### src/rtl/double_hash_probe_index_defines.svh
// ----------------------------------------------------------------------------
// Double hash probe index: assertion macros
// Shared concurrent assertion forms. They refer to clk and arst_n in the scope
// where they are used.
// ----------------------------------------------------------------------------
`ifndef DOUBLE_HASH_PROBE_INDEX_DEFINES_SVH
`define DOUBLE_HASH_PROBE_INDEX_DEFINES_SVH

`ifndef SYNTHESIS

// Same-cycle implication.
`define DHPI_ASSERT(label, ant, cons) \
	label: assert property (@(posedge clk) disable iff (!arst_n) (ant) |-> (cons)) \
		else $error("dhpi: same-cycle check failed");

// Next-cycle implication.
`define DHPI_ASSERT_NEXT(label, ant, cons) \
	label: assert property (@(posedge clk) disable iff (!arst_n) (ant) |=> (cons)) \
		else $error("dhpi: next-cycle check failed");

// Condition that must never hold.
`define DHPI_ASSERT_NEVER(label, expr) \
	label: assert property (@(posedge clk) disable iff (!arst_n) !(expr)) \
		else $error("dhpi: forbidden condition seen");

`else

`define DHPI_ASSERT(label, ant, cons)
`define DHPI_ASSERT_NEXT(label, ant, cons)
`define DHPI_ASSERT_NEVER(label, expr)

`endif

`endif

### src/rtl/dhpi_pkg.sv
// ----------------------------------------------------------------------------
// Double hash probe index: package
// Widths, hash constants, the queued job type and the shared reduction step.
// ----------------------------------------------------------------------------
package dhpi_pkg;

	localparam int INDEX_BITS   = 24;
	localparam int ATTEMPT_BITS = 16;
	localparam int KEY_BITS     = 8;
	localparam int ACC_BITS     = 64;

	localparam int PROD_BITS = INDEX_BITS + ATTEMPT_BITS;
	localparam int SUM_BITS  = PROD_BITS + 1;
	localparam int CNT_BITS  = $clog2(ACC_BITS);

	localparam logic [ACC_BITS-1:0] DJB_SEED = ACC_BITS'(5381);
	localparam int DJB_SHIFT    = 5;
	localparam int SDBM_SHIFT_A = 6;
	localparam int SDBM_SHIFT_B = 16;

	// Depth must be a power of two so the pointers wrap on their own.
	localparam int QUEUE_DEPTH    = 2;
	localparam int QUEUE_IDX_BITS = (QUEUE_DEPTH > 1) ? $clog2(QUEUE_DEPTH) : 1;
	localparam int QUEUE_CNT_BITS = $clog2(QUEUE_DEPTH + 1);

	typedef struct packed {
		logic [ACC_BITS-1:0]     djb;
		logic [ACC_BITS-1:0]     sdbm;
		logic [ATTEMPT_BITS-1:0] attempt;
	} job_t;

	// One step of restoring reduction: shift in one dividend bit and subtract
	// the modulus once if the partial remainder reaches it.
	function automatic logic [INDEX_BITS-1:0] mod_step(
		input logic [INDEX_BITS-1:0] rem,
		input logic                  din,
		input logic [INDEX_BITS-1:0] modulus
	);
		logic [INDEX_BITS:0] t;
		t = {rem, din};
		if (t >= {1'b0, modulus}) begin
			t = t - {1'b0, modulus};
		end
		return t[INDEX_BITS-1:0];
	endfunction

endpackage

### src/rtl/dhpi_front.sv
// ----------------------------------------------------------------------------
// Double hash probe index: front end
// Folds one key byte per beat into the djb2 and sdbm accumulators and hands
// the finished pair to the job queue on the last byte of a key.
// ----------------------------------------------------------------------------
`include "double_hash_probe_index_defines.svh"

module dhpi_front import dhpi_pkg::*; (
	input  logic                    clk,
	input  logic                    arst_n,
	input  logic                    in_valid,
	output logic                    in_stall,
	input  logic [KEY_BITS-1:0]     key_byte,
	input  logic                    key_last,
	input  logic [ATTEMPT_BITS-1:0] attempt,
	input  logic                    q_full,
	output logic                    push,
	output job_t                    push_job
);

	logic [ACC_BITS-1:0] djb_q;
	logic [ACC_BITS-1:0] sdbm_q;
	logic [ACC_BITS-1:0] djb_next;
	logic [ACC_BITS-1:0] sdbm_next;
	logic                accept;

	assign in_stall = q_full;
	assign accept   = in_valid && !in_stall;
	assign push     = accept && key_last;

	always_comb begin
		djb_next  = (djb_q << DJB_SHIFT) + djb_q + ACC_BITS'(key_byte);
		sdbm_next = ACC_BITS'(key_byte) + (sdbm_q << SDBM_SHIFT_A)
			+ (sdbm_q << SDBM_SHIFT_B) - sdbm_q;
	end

	assign push_job = '{djb: djb_next, sdbm: sdbm_next, attempt: attempt};

	always_ff @(posedge clk or negedge arst_n) begin
		if (!arst_n) begin
			djb_q  <= DJB_SEED;
			sdbm_q <= '0;
		end else if (accept) begin
			if (key_last) begin
				djb_q  <= DJB_SEED;
				sdbm_q <= '0;
			end else begin
				djb_q  <= djb_next;
				sdbm_q <= sdbm_next;
			end
		end
	end

	// A finished key must always find room in the queue.
	`DHPI_ASSERT(a_push_has_room, push, !q_full)

endmodule

### src/rtl/dhpi_queue.sv
// ----------------------------------------------------------------------------
// Double hash probe index: job queue
// Short FIFO of finished accumulator pairs between front and back end.
// ----------------------------------------------------------------------------
`include "double_hash_probe_index_defines.svh"

module dhpi_queue import dhpi_pkg::*; (
	input  logic clk,
	input  logic arst_n,
	input  logic push,
	input  job_t push_job,
	output logic full,
	input  logic pop,
	output logic q_valid,
	output job_t q_job
);

	job_t                      entry_q [QUEUE_DEPTH];
	logic [QUEUE_IDX_BITS-1:0] wr_ptr_q;
	logic [QUEUE_IDX_BITS-1:0] rd_ptr_q;
	logic [QUEUE_CNT_BITS-1:0] count_q;
	logic                      do_push;
	logic                      do_pop;

	assign full    = (count_q == QUEUE_CNT_BITS'(QUEUE_DEPTH));
	assign q_valid = (count_q != '0);
	assign q_job   = entry_q[rd_ptr_q];
	assign do_push = push && !full;
	assign do_pop  = pop && q_valid;

	always_ff @(posedge clk) begin
		if (do_push) begin
			entry_q[wr_ptr_q] <= push_job;
		end
	end

	always_ff @(posedge clk or negedge arst_n) begin
		if (!arst_n) begin
			wr_ptr_q <= '0;
			rd_ptr_q <= '0;
			count_q  <= '0;
		end else begin
			if (do_push) begin
				wr_ptr_q <= wr_ptr_q + 1'b1;
			end
			if (do_pop) begin
				rd_ptr_q <= rd_ptr_q + 1'b1;
			end
			case ({do_push, do_pop})
				2'b10:   count_q <= count_q + 1'b1;
				2'b01:   count_q <= count_q - 1'b1;
				default: count_q <= count_q;
			endcase
		end
	end

	`DHPI_ASSERT_NEVER(a_count_bound, count_q > QUEUE_CNT_BITS'(QUEUE_DEPTH))

endmodule

### src/rtl/dhpi_back.sv
// ----------------------------------------------------------------------------
// Double hash probe index: back end
// Reduces both accumulators modulo the table size one bit per cycle, forms
// first + attempt * step, reduces that the same way and registers the result.
// ----------------------------------------------------------------------------
`include "double_hash_probe_index_defines.svh"

module dhpi_back import dhpi_pkg::*; (
	input  logic                  clk,
	input  logic                  arst_n,
	input  logic [INDEX_BITS-1:0] modulus,
	input  logic                  q_valid,
	input  job_t                  q_job,
	output logic                  pop,
	output logic                  out_valid,
	input  logic                  out_stall,
	output logic [INDEX_BITS-1:0] probe_index,
	output logic [INDEX_BITS-1:0] first_hash,
	output logic [INDEX_BITS-1:0] step_hash
);

	typedef enum logic [5:0] {
		ST_IDLE  = 6'b000001,
		ST_HASH  = 6'b000010,
		ST_MUL   = 6'b000100,
		ST_ADD   = 6'b001000,
		ST_PROBE = 6'b010000,
		ST_DONE  = 6'b100000
	} state_t;

	state_t                  state_q;
	state_t                  state_d;
	logic [CNT_BITS-1:0]     cnt_q;
	logic [ACC_BITS-1:0]     div1_q;
	logic [ACC_BITS-1:0]     div2_q;
	logic [INDEX_BITS-1:0]   rem1_q;
	logic [INDEX_BITS-1:0]   rem2_q;
	logic [ATTEMPT_BITS-1:0] att_q;
	logic [INDEX_BITS-1:0]   first_q;
	logic [INDEX_BITS-1:0]   step_q;
	logic [PROD_BITS-1:0]    prod_q;
	logic [SUM_BITS-1:0]     sum;
	logic                    out_valid_q;
	logic [INDEX_BITS-1:0]   probe_out_q;
	logic [INDEX_BITS-1:0]   first_out_q;
	logic [INDEX_BITS-1:0]   step_out_q;
	logic                    out_free;
	logic                    load_out;

	assign out_free = !out_valid_q || !out_stall;
	assign pop      = (state_q == ST_IDLE) && q_valid;
	assign load_out = (state_q == ST_DONE) && out_free;
	assign sum      = SUM_BITS'(first_q) + SUM_BITS'(prod_q);

	always_comb begin
		state_d = state_q;
		unique case (state_q)
			ST_IDLE:  if (q_valid) state_d = ST_HASH;
			ST_HASH:  if (cnt_q == '0) state_d = ST_MUL;
			ST_MUL:   state_d = ST_ADD;
			ST_ADD:   state_d = ST_PROBE;
			ST_PROBE: if (cnt_q == '0) state_d = ST_DONE;
			ST_DONE:  if (out_free) state_d = ST_IDLE;
			default:  state_d = ST_IDLE;
		endcase
	end

	always_ff @(posedge clk or negedge arst_n) begin
		if (!arst_n) begin
			state_q     <= ST_IDLE;
			out_valid_q <= 1'b0;
		end else begin
			state_q <= state_d;
			if (load_out) begin
				out_valid_q <= 1'b1;
			end else if (!out_stall) begin
				out_valid_q <= 1'b0;
			end
		end
	end

	// Datapath registers carry no reset; every job loads them before use.
	always_ff @(posedge clk) begin
		unique case (state_q)
			ST_IDLE: begin
				div1_q <= q_job.djb;
				div2_q <= q_job.sdbm;
				att_q  <= q_job.attempt;
				rem1_q <= '0;
				rem2_q <= '0;
				cnt_q  <= CNT_BITS'(ACC_BITS - 1);
			end
			ST_HASH: begin
				rem1_q <= mod_step(rem1_q, div1_q[ACC_BITS-1], modulus);
				rem2_q <= mod_step(rem2_q, div2_q[ACC_BITS-1], modulus);
				div1_q <= div1_q << 1;
				div2_q <= div2_q << 1;
				cnt_q  <= cnt_q - 1'b1;
			end
			ST_MUL: begin
				first_q <= rem1_q;
				step_q  <= rem2_q;
				prod_q  <= PROD_BITS'(att_q) * PROD_BITS'(rem2_q);
			end
			ST_ADD: begin
				// Left-align the sum so the same MSB-first shifting applies.
				div1_q <= ACC_BITS'(sum) << (ACC_BITS - SUM_BITS);
				rem1_q <= '0;
				cnt_q  <= CNT_BITS'(SUM_BITS - 1);
			end
			ST_PROBE: begin
				rem1_q <= mod_step(rem1_q, div1_q[ACC_BITS-1], modulus);
				div1_q <= div1_q << 1;
				cnt_q  <= cnt_q - 1'b1;
			end
			ST_DONE: begin
				if (out_free) begin
					probe_out_q <= rem1_q;
					first_out_q <= first_q;
					step_out_q  <= step_q;
				end
			end
			default: begin
				cnt_q <= '0;
			end
		endcase
	end

	assign out_valid   = out_valid_q;
	assign probe_index = probe_out_q;
	assign first_hash  = first_out_q;
	assign step_hash   = step_out_q;

	`DHPI_ASSERT_NEXT(a_hash_ends, state_q == ST_HASH && cnt_q == '0, state_q == ST_MUL)
	`DHPI_ASSERT(a_out_from_done, $rose(out_valid_q), $past(state_q == ST_DONE))

endmodule

### src/rtl/double_hash_probe_index.sv
// ----------------------------------------------------------------------------
// Double hash probe index: top level
// Streams key bytes into djb2 and sdbm accumulators and, per key, returns the
// double hashing probe slot together with both reduced hashes.
//
//   channel  direction  handshake              payload
//   in       input      in_valid / in_stall    key_byte, key_last, attempt
//   out      output     out_valid / out_stall  probe_index, first_hash, step_hash
//   cfg      input      cfg_valid / cfg_ready  table_size
//
// Key bytes are taken one per cycle while the job queue has a free slot.
// Each key then passes through the back end, paced by its one-bit-per-cycle
// restoring reduction; the back end takes no new job until the last is done.
// A two-entry job queue lets the front keep taking bytes while the back works.
// Reset sets the accumulators to their seeds and table_size to 1.
// out_stall holds the result register; in_stall rises only when the queue is full.
// ----------------------------------------------------------------------------
module double_hash_probe_index import dhpi_pkg::*; (
	input  logic                    clk,
	input  logic                    arst_n,
	input  logic                    in_valid,
	output logic                    in_stall,
	input  logic [KEY_BITS-1:0]     key_byte,
	input  logic                    key_last,
	input  logic [ATTEMPT_BITS-1:0] attempt,
	output logic                    out_valid,
	input  logic                    out_stall,
	output logic [INDEX_BITS-1:0]   probe_index,
	output logic [INDEX_BITS-1:0]   first_hash,
	output logic [INDEX_BITS-1:0]   step_hash,
	input  logic                    cfg_valid,
	output logic                    cfg_ready,
	input  logic [INDEX_BITS-1:0]   table_size
);

	logic [INDEX_BITS-1:0] table_size_q;
	logic [INDEX_BITS-1:0] modulus;
	logic                  q_full;
	logic                  push;
	job_t                  push_job;
	logic                  pop;
	logic                  q_valid;
	job_t                  q_job;

	assign cfg_ready = 1'b1;

	always_ff @(posedge clk or negedge arst_n) begin
		if (!arst_n) begin
			table_size_q <= INDEX_BITS'(1);
		end else if (cfg_valid && cfg_ready) begin
			table_size_q <= table_size;
		end
	end

	// A zero table size behaves as a single slot.
	assign modulus = (table_size_q == '0) ? INDEX_BITS'(1) : table_size_q;

	dhpi_front u_front (
		.clk      (clk),
		.arst_n   (arst_n),
		.in_valid (in_valid),
		.in_stall (in_stall),
		.key_byte (key_byte),
		.key_last (key_last),
		.attempt  (attempt),
		.q_full   (q_full),
		.push     (push),
		.push_job (push_job)
	);

	dhpi_queue u_queue (
		.clk      (clk),
		.arst_n   (arst_n),
		.push     (push),
		.push_job (push_job),
		.full     (q_full),
		.pop      (pop),
		.q_valid  (q_valid),
		.q_job    (q_job)
	);

	dhpi_back u_back (
		.clk         (clk),
		.arst_n      (arst_n),
		.modulus     (modulus),
		.q_valid     (q_valid),
		.q_job       (q_job),
		.pop         (pop),
		.out_valid   (out_valid),
		.out_stall   (out_stall),
		.probe_index (probe_index),
		.first_hash  (first_hash),
		.step_hash   (step_hash)
	);

endmodule
### config.mk
export PLATFORM = sky130hd
export DESIGN_NAME = double_hash_probe_index
export DESIGN_NICKNAME = d
export VERILOG_FILES = /design/src/rtl/dhpi_pkg.sv /design/src/rtl/dhpi_front.sv /design/src/rtl/dhpi_queue.sv /design/src/rtl/dhpi_back.sv /design/src/rtl/double_hash_probe_index.sv
export VERILOG_INCLUDE_DIRS = /design/src /design/src/rtl
export SDC_FILE = /design/constraint.sdc
export NUM_CORES = 2
export LEC_CHECK = 0
export ABC_AREA = 1
export BUFFER_PORTS_ARGS = -buffer_cell sky130_fd_sc_hd__buf_2
export CORE_UTILIZATION = 60
export CTS_CLUSTER_SIZE = 10
export DETAILED_ROUTE_END_ITERATION = 8
export HOLD_SLACK_MARGIN = 0.05
export PLACE_DENSITY = 0.73
export SLEW_MARGIN = 20
export SYNTH_ARGS = -nofsm -noshare
export SYNTH_HDL_FRONTEND = slang
export SYNTH_SLANG_ARGS = --single-unit
### constraint.sdc
create_clock -name clk -period 11.5 [get_ports clk]
set_clock_uncertainty 0.15 [all_clocks]
set_input_delay 0.575 -clock clk [delete_from_list [all_inputs] [get_ports clk]]
set_output_delay 0.575 -clock clk [all_outputs]
set_load 0.05 [all_outputs]
==> summary.md <==
| Metric | Value |
|---|---|
| RSZ-0062 raised after global routing | `false` |
| Max Root-Sink Buffers | `3` |
| Starting Density | `60.6%` |
| Yosys top cell area share | `31.4%` |
| Area Overhead vs Synth | `8.54%` |
| Cell taking the most area after synthesis | `edfxtp_1` |
| Critical path's slowest cell | `edfxtp_1` |
| Core Footprint | `102000 um2` |
| CP Capture Type | `flop` |
| Rows | `117` |
| Net count after synthesis | `8574` |
| Worst-margin pin slew | `1.12 ns` |
| CP Cell Sequence | `nand2_1, fa_1, inv_1, fa_1, inv_1, fa_1, inv_1, fa_1, fa_1, inv_1, fa_1, inv_1, ha_1, a21oi_1, nor2_1, nor2_1, a21boi_0, nand2_1, nand2_1, nand2_1, nand2_1, nand2_1` |
| Post-Route M1 WL | `74000 um` |
| Critical-path maximum fanout | `24` |
| Initial antenna violation count | `1` |
| Synth Flop Type | `edfxtp_1` |
| Critical Path RT | `11.76 ns` |
| Proportion of layout cells with a drive suffix above 1 | `4.17%` |
| Fin Setup TNS | `0 ns` |
| Detail Placement HPWL | `147000 um` |
| Setup bufs post-CTS | `0` |
| Status | `finished clean` |
| DR iter-0 viols | `4841` |
| Gpl congestion | `1.04` |
| Critical Path AT | `6.85 ns` |
| WL met2 | `89500 um` |
| Via count | `51.1k` |
| Slew margin rel. | `25.2%` |
| Buffers plus inverters on the worst setup path | `5` |
| Post-CTS Hold Buffers | `42` |
| Routed WL per cell | `20.0 um` |
| Synth top cells by count | `nand2_1 (2585), inv_1 (1577), edfxtp_1 (646)` |
| Synth top area cells | `edfxtp_1 (31%), nand2_1 (16%), fa_1 (12%), inv_1 (9.6%), ha_1 (7.8%)` |
| Most common cell in the netlist | `nand2_1` |
| I/O Buffers | `127` |
| DRC Markers | `0` |
| Syn Inst Count | `7772` |
| Yosys reg bits | `809` |
| Post-synth EDFFs | `646` |
| Setup violators final | `0` |
| CP Class | `flop to flop` |
| Post-synthesis cell area | `61800 um2` |
| Largest net degree at the start of global routing | `90` |
| GRT Residual Overflow | `0` |
| Die W | `323 um` |
| # resized after CTS | `0` |
| Critical Path Max Stage Delay | `0.93 ns` |
| Syn Area/Cell | `7.95 um2` |
| Max-Cap Viols | `0` |
| Distinct cell type count after synthesis | `55` |
| CP Launch Type | `flop` |
| Drt total wl | `187000 um` |
| Fillers | `8732` |
| Crit path time final | `6.59 ns` |
| Clock Sinks | `809` |
| Antenna cells | `0` |
| Register area share after synthesis | `38.0%` |
| Clock transition at the registers of the reported paths | `0.06 ns` |
| Met3 routed WL | `13900 um` |
| Yosys warns | `0` |
| Net count, final | `8682` |
| First-pass GRT wire length | `286000 um` |
| Endpoints failing hold | `0` |
| IO Count | `129` |
| Root Buffer | `clkbuf_16` |
| Tot GR Track Use | `36.4%` |
| Die H | `323 um` |
| Vias in the first global route | `49.8k` |
| Fmax achieved | `152 MHz` |
| Clock tree from TritonCTS | `yes` |
| DR pass1 iterations | `7` |
| Top sig layer | `met5` |
| Final period utilization | `57.3%` |
| H-Tree Level Count | `3` |
| Class of the worst hold path | `primary input to flop` |
| Drt via density | `5.48` |
| CTS Buf Count | `96` |
| Top delay family on crit path | `adder cells` |
| Post-DRT Antenna Nets | `0` |
| Slew Viols, Final | `0` |
| Full die area | `104000 um2` |
| Worst-skew pair later-pin latency | `0.71 ns` |
| Ys async rst share | `20.1%` |
-- layout by cell type, fill, tap and decap left out, types with 16 or more instances in the layout --
cell type and instances:
inv_1 1576, ha_1 385, o31ai_1 27, dlygate4sd3_1 42
dfrtp_1 155, nand4_1 50, o21ai_0 150, o21bai_1 20
buf_2 126, and2_1 63, clkbuf_1 56, a31oi_1 65
nand3_1 270, edfxtp_1 646, fa_1 363, nand3b_1 32
xor2_1 86, nor2_1 581, clkbuf_16 99, a21oi_1 261
nand2_1 2582, or2_2 16, buf_4 30, nor3_1 63
xnor2_1 42
-- layer usage --
metal / up-vias / GRT usage [%]
met2: 2100 / 61.4
met5: - / 0
met4: 2 / 16.8
met3: 450 / 4.68
li1: 24349 / -
met1: 24235 / 46.8
-- cell families (layout without fill, tap and decap cells) --
family	after synthesis	count (layout)	synth area share, %
AO/OA/AOI/OAI	609	609	5.55
XOR/XNOR	128	128	1.81
adder cells (fa/ha/maj)	748	748	19.6
buffers and inverters	1773	1958	10.9
flip-flops	809	809	38.0
multiplexers	4	4	0.0648
other	1	1	0.00607
AND/OR/NAND/NOR	3700	3700	24.1
-- area by class of cell --
class	count	area [um2]	area share, %
well taps	1368	1710	2.55
multi-input cells	5190	31700	47.2
flip-flops and latches	809	23500	35.0
inverters	1584	5950	8.87
clock buffers	159	2740	4.09
clock inverters	16	233	0.347
repair buffers	199	1290	1.92
-- flip-flops by register name, indices dropped and copies added (netlist names), 16 cells and up --
register	flops
u_queue.entry_q	288
u_back.div1_q	64
u_back.div2_q	64
u_front.djb_q	64
u_front.sdbm_q	64
u_back.prod_q	40
table_size_q	24
u_back.first_hash	24
u_back.first_q	24
u_back.probe_index	24
u_back.rem1_q	24
u_back.rem2_q	24
u_back.step_hash	24
u_back.step_q	24
u_back.att_q	16
-- final timing paths --
check,from,endpoint,slack [ns],cells past startpoint
max,u_back.att_q[1],u_back.prod_q[26],4.91,22
min,key_byte[0],u_queue.entry_q[0][80],0.22,2
max reg2reg,u_back.att_q[1],u_back.prod_q[26],4.91,22
min reg2reg,u_back.step_q[16],u_back.step_hash[16],0.27,0
max in group asynchronous,arst_n,u_front.sdbm_q[47],9.44,3
min in group asynchronous,arst_n,table_size_q[2],0.36,2
-- metrics by stage --
step | std cells | area (um2) | setup WS (ns) | hold slack, ns | util, %
after global routing | 9325 | 67100 | 4.63 | 0.240 | 65.8
final | 9325 | 67100 | 4.91 | 0.218 | 65.8
after floorplan | 7772 | 61800 | 1.00 | 0.129 | -
after global placement | 9108 | 63700 | 4.90 | 0.250 | 62.5
after CTS | 9325 | 67100 | 4.97 | 0.177 | 65.8
after detailed placement | 9108 | 63700 | 4.99 | 0.255 | 62.5
Power is not shown: default switching activity piles up to over one toggle a cycle in this logic, so the estimate is an artifact.
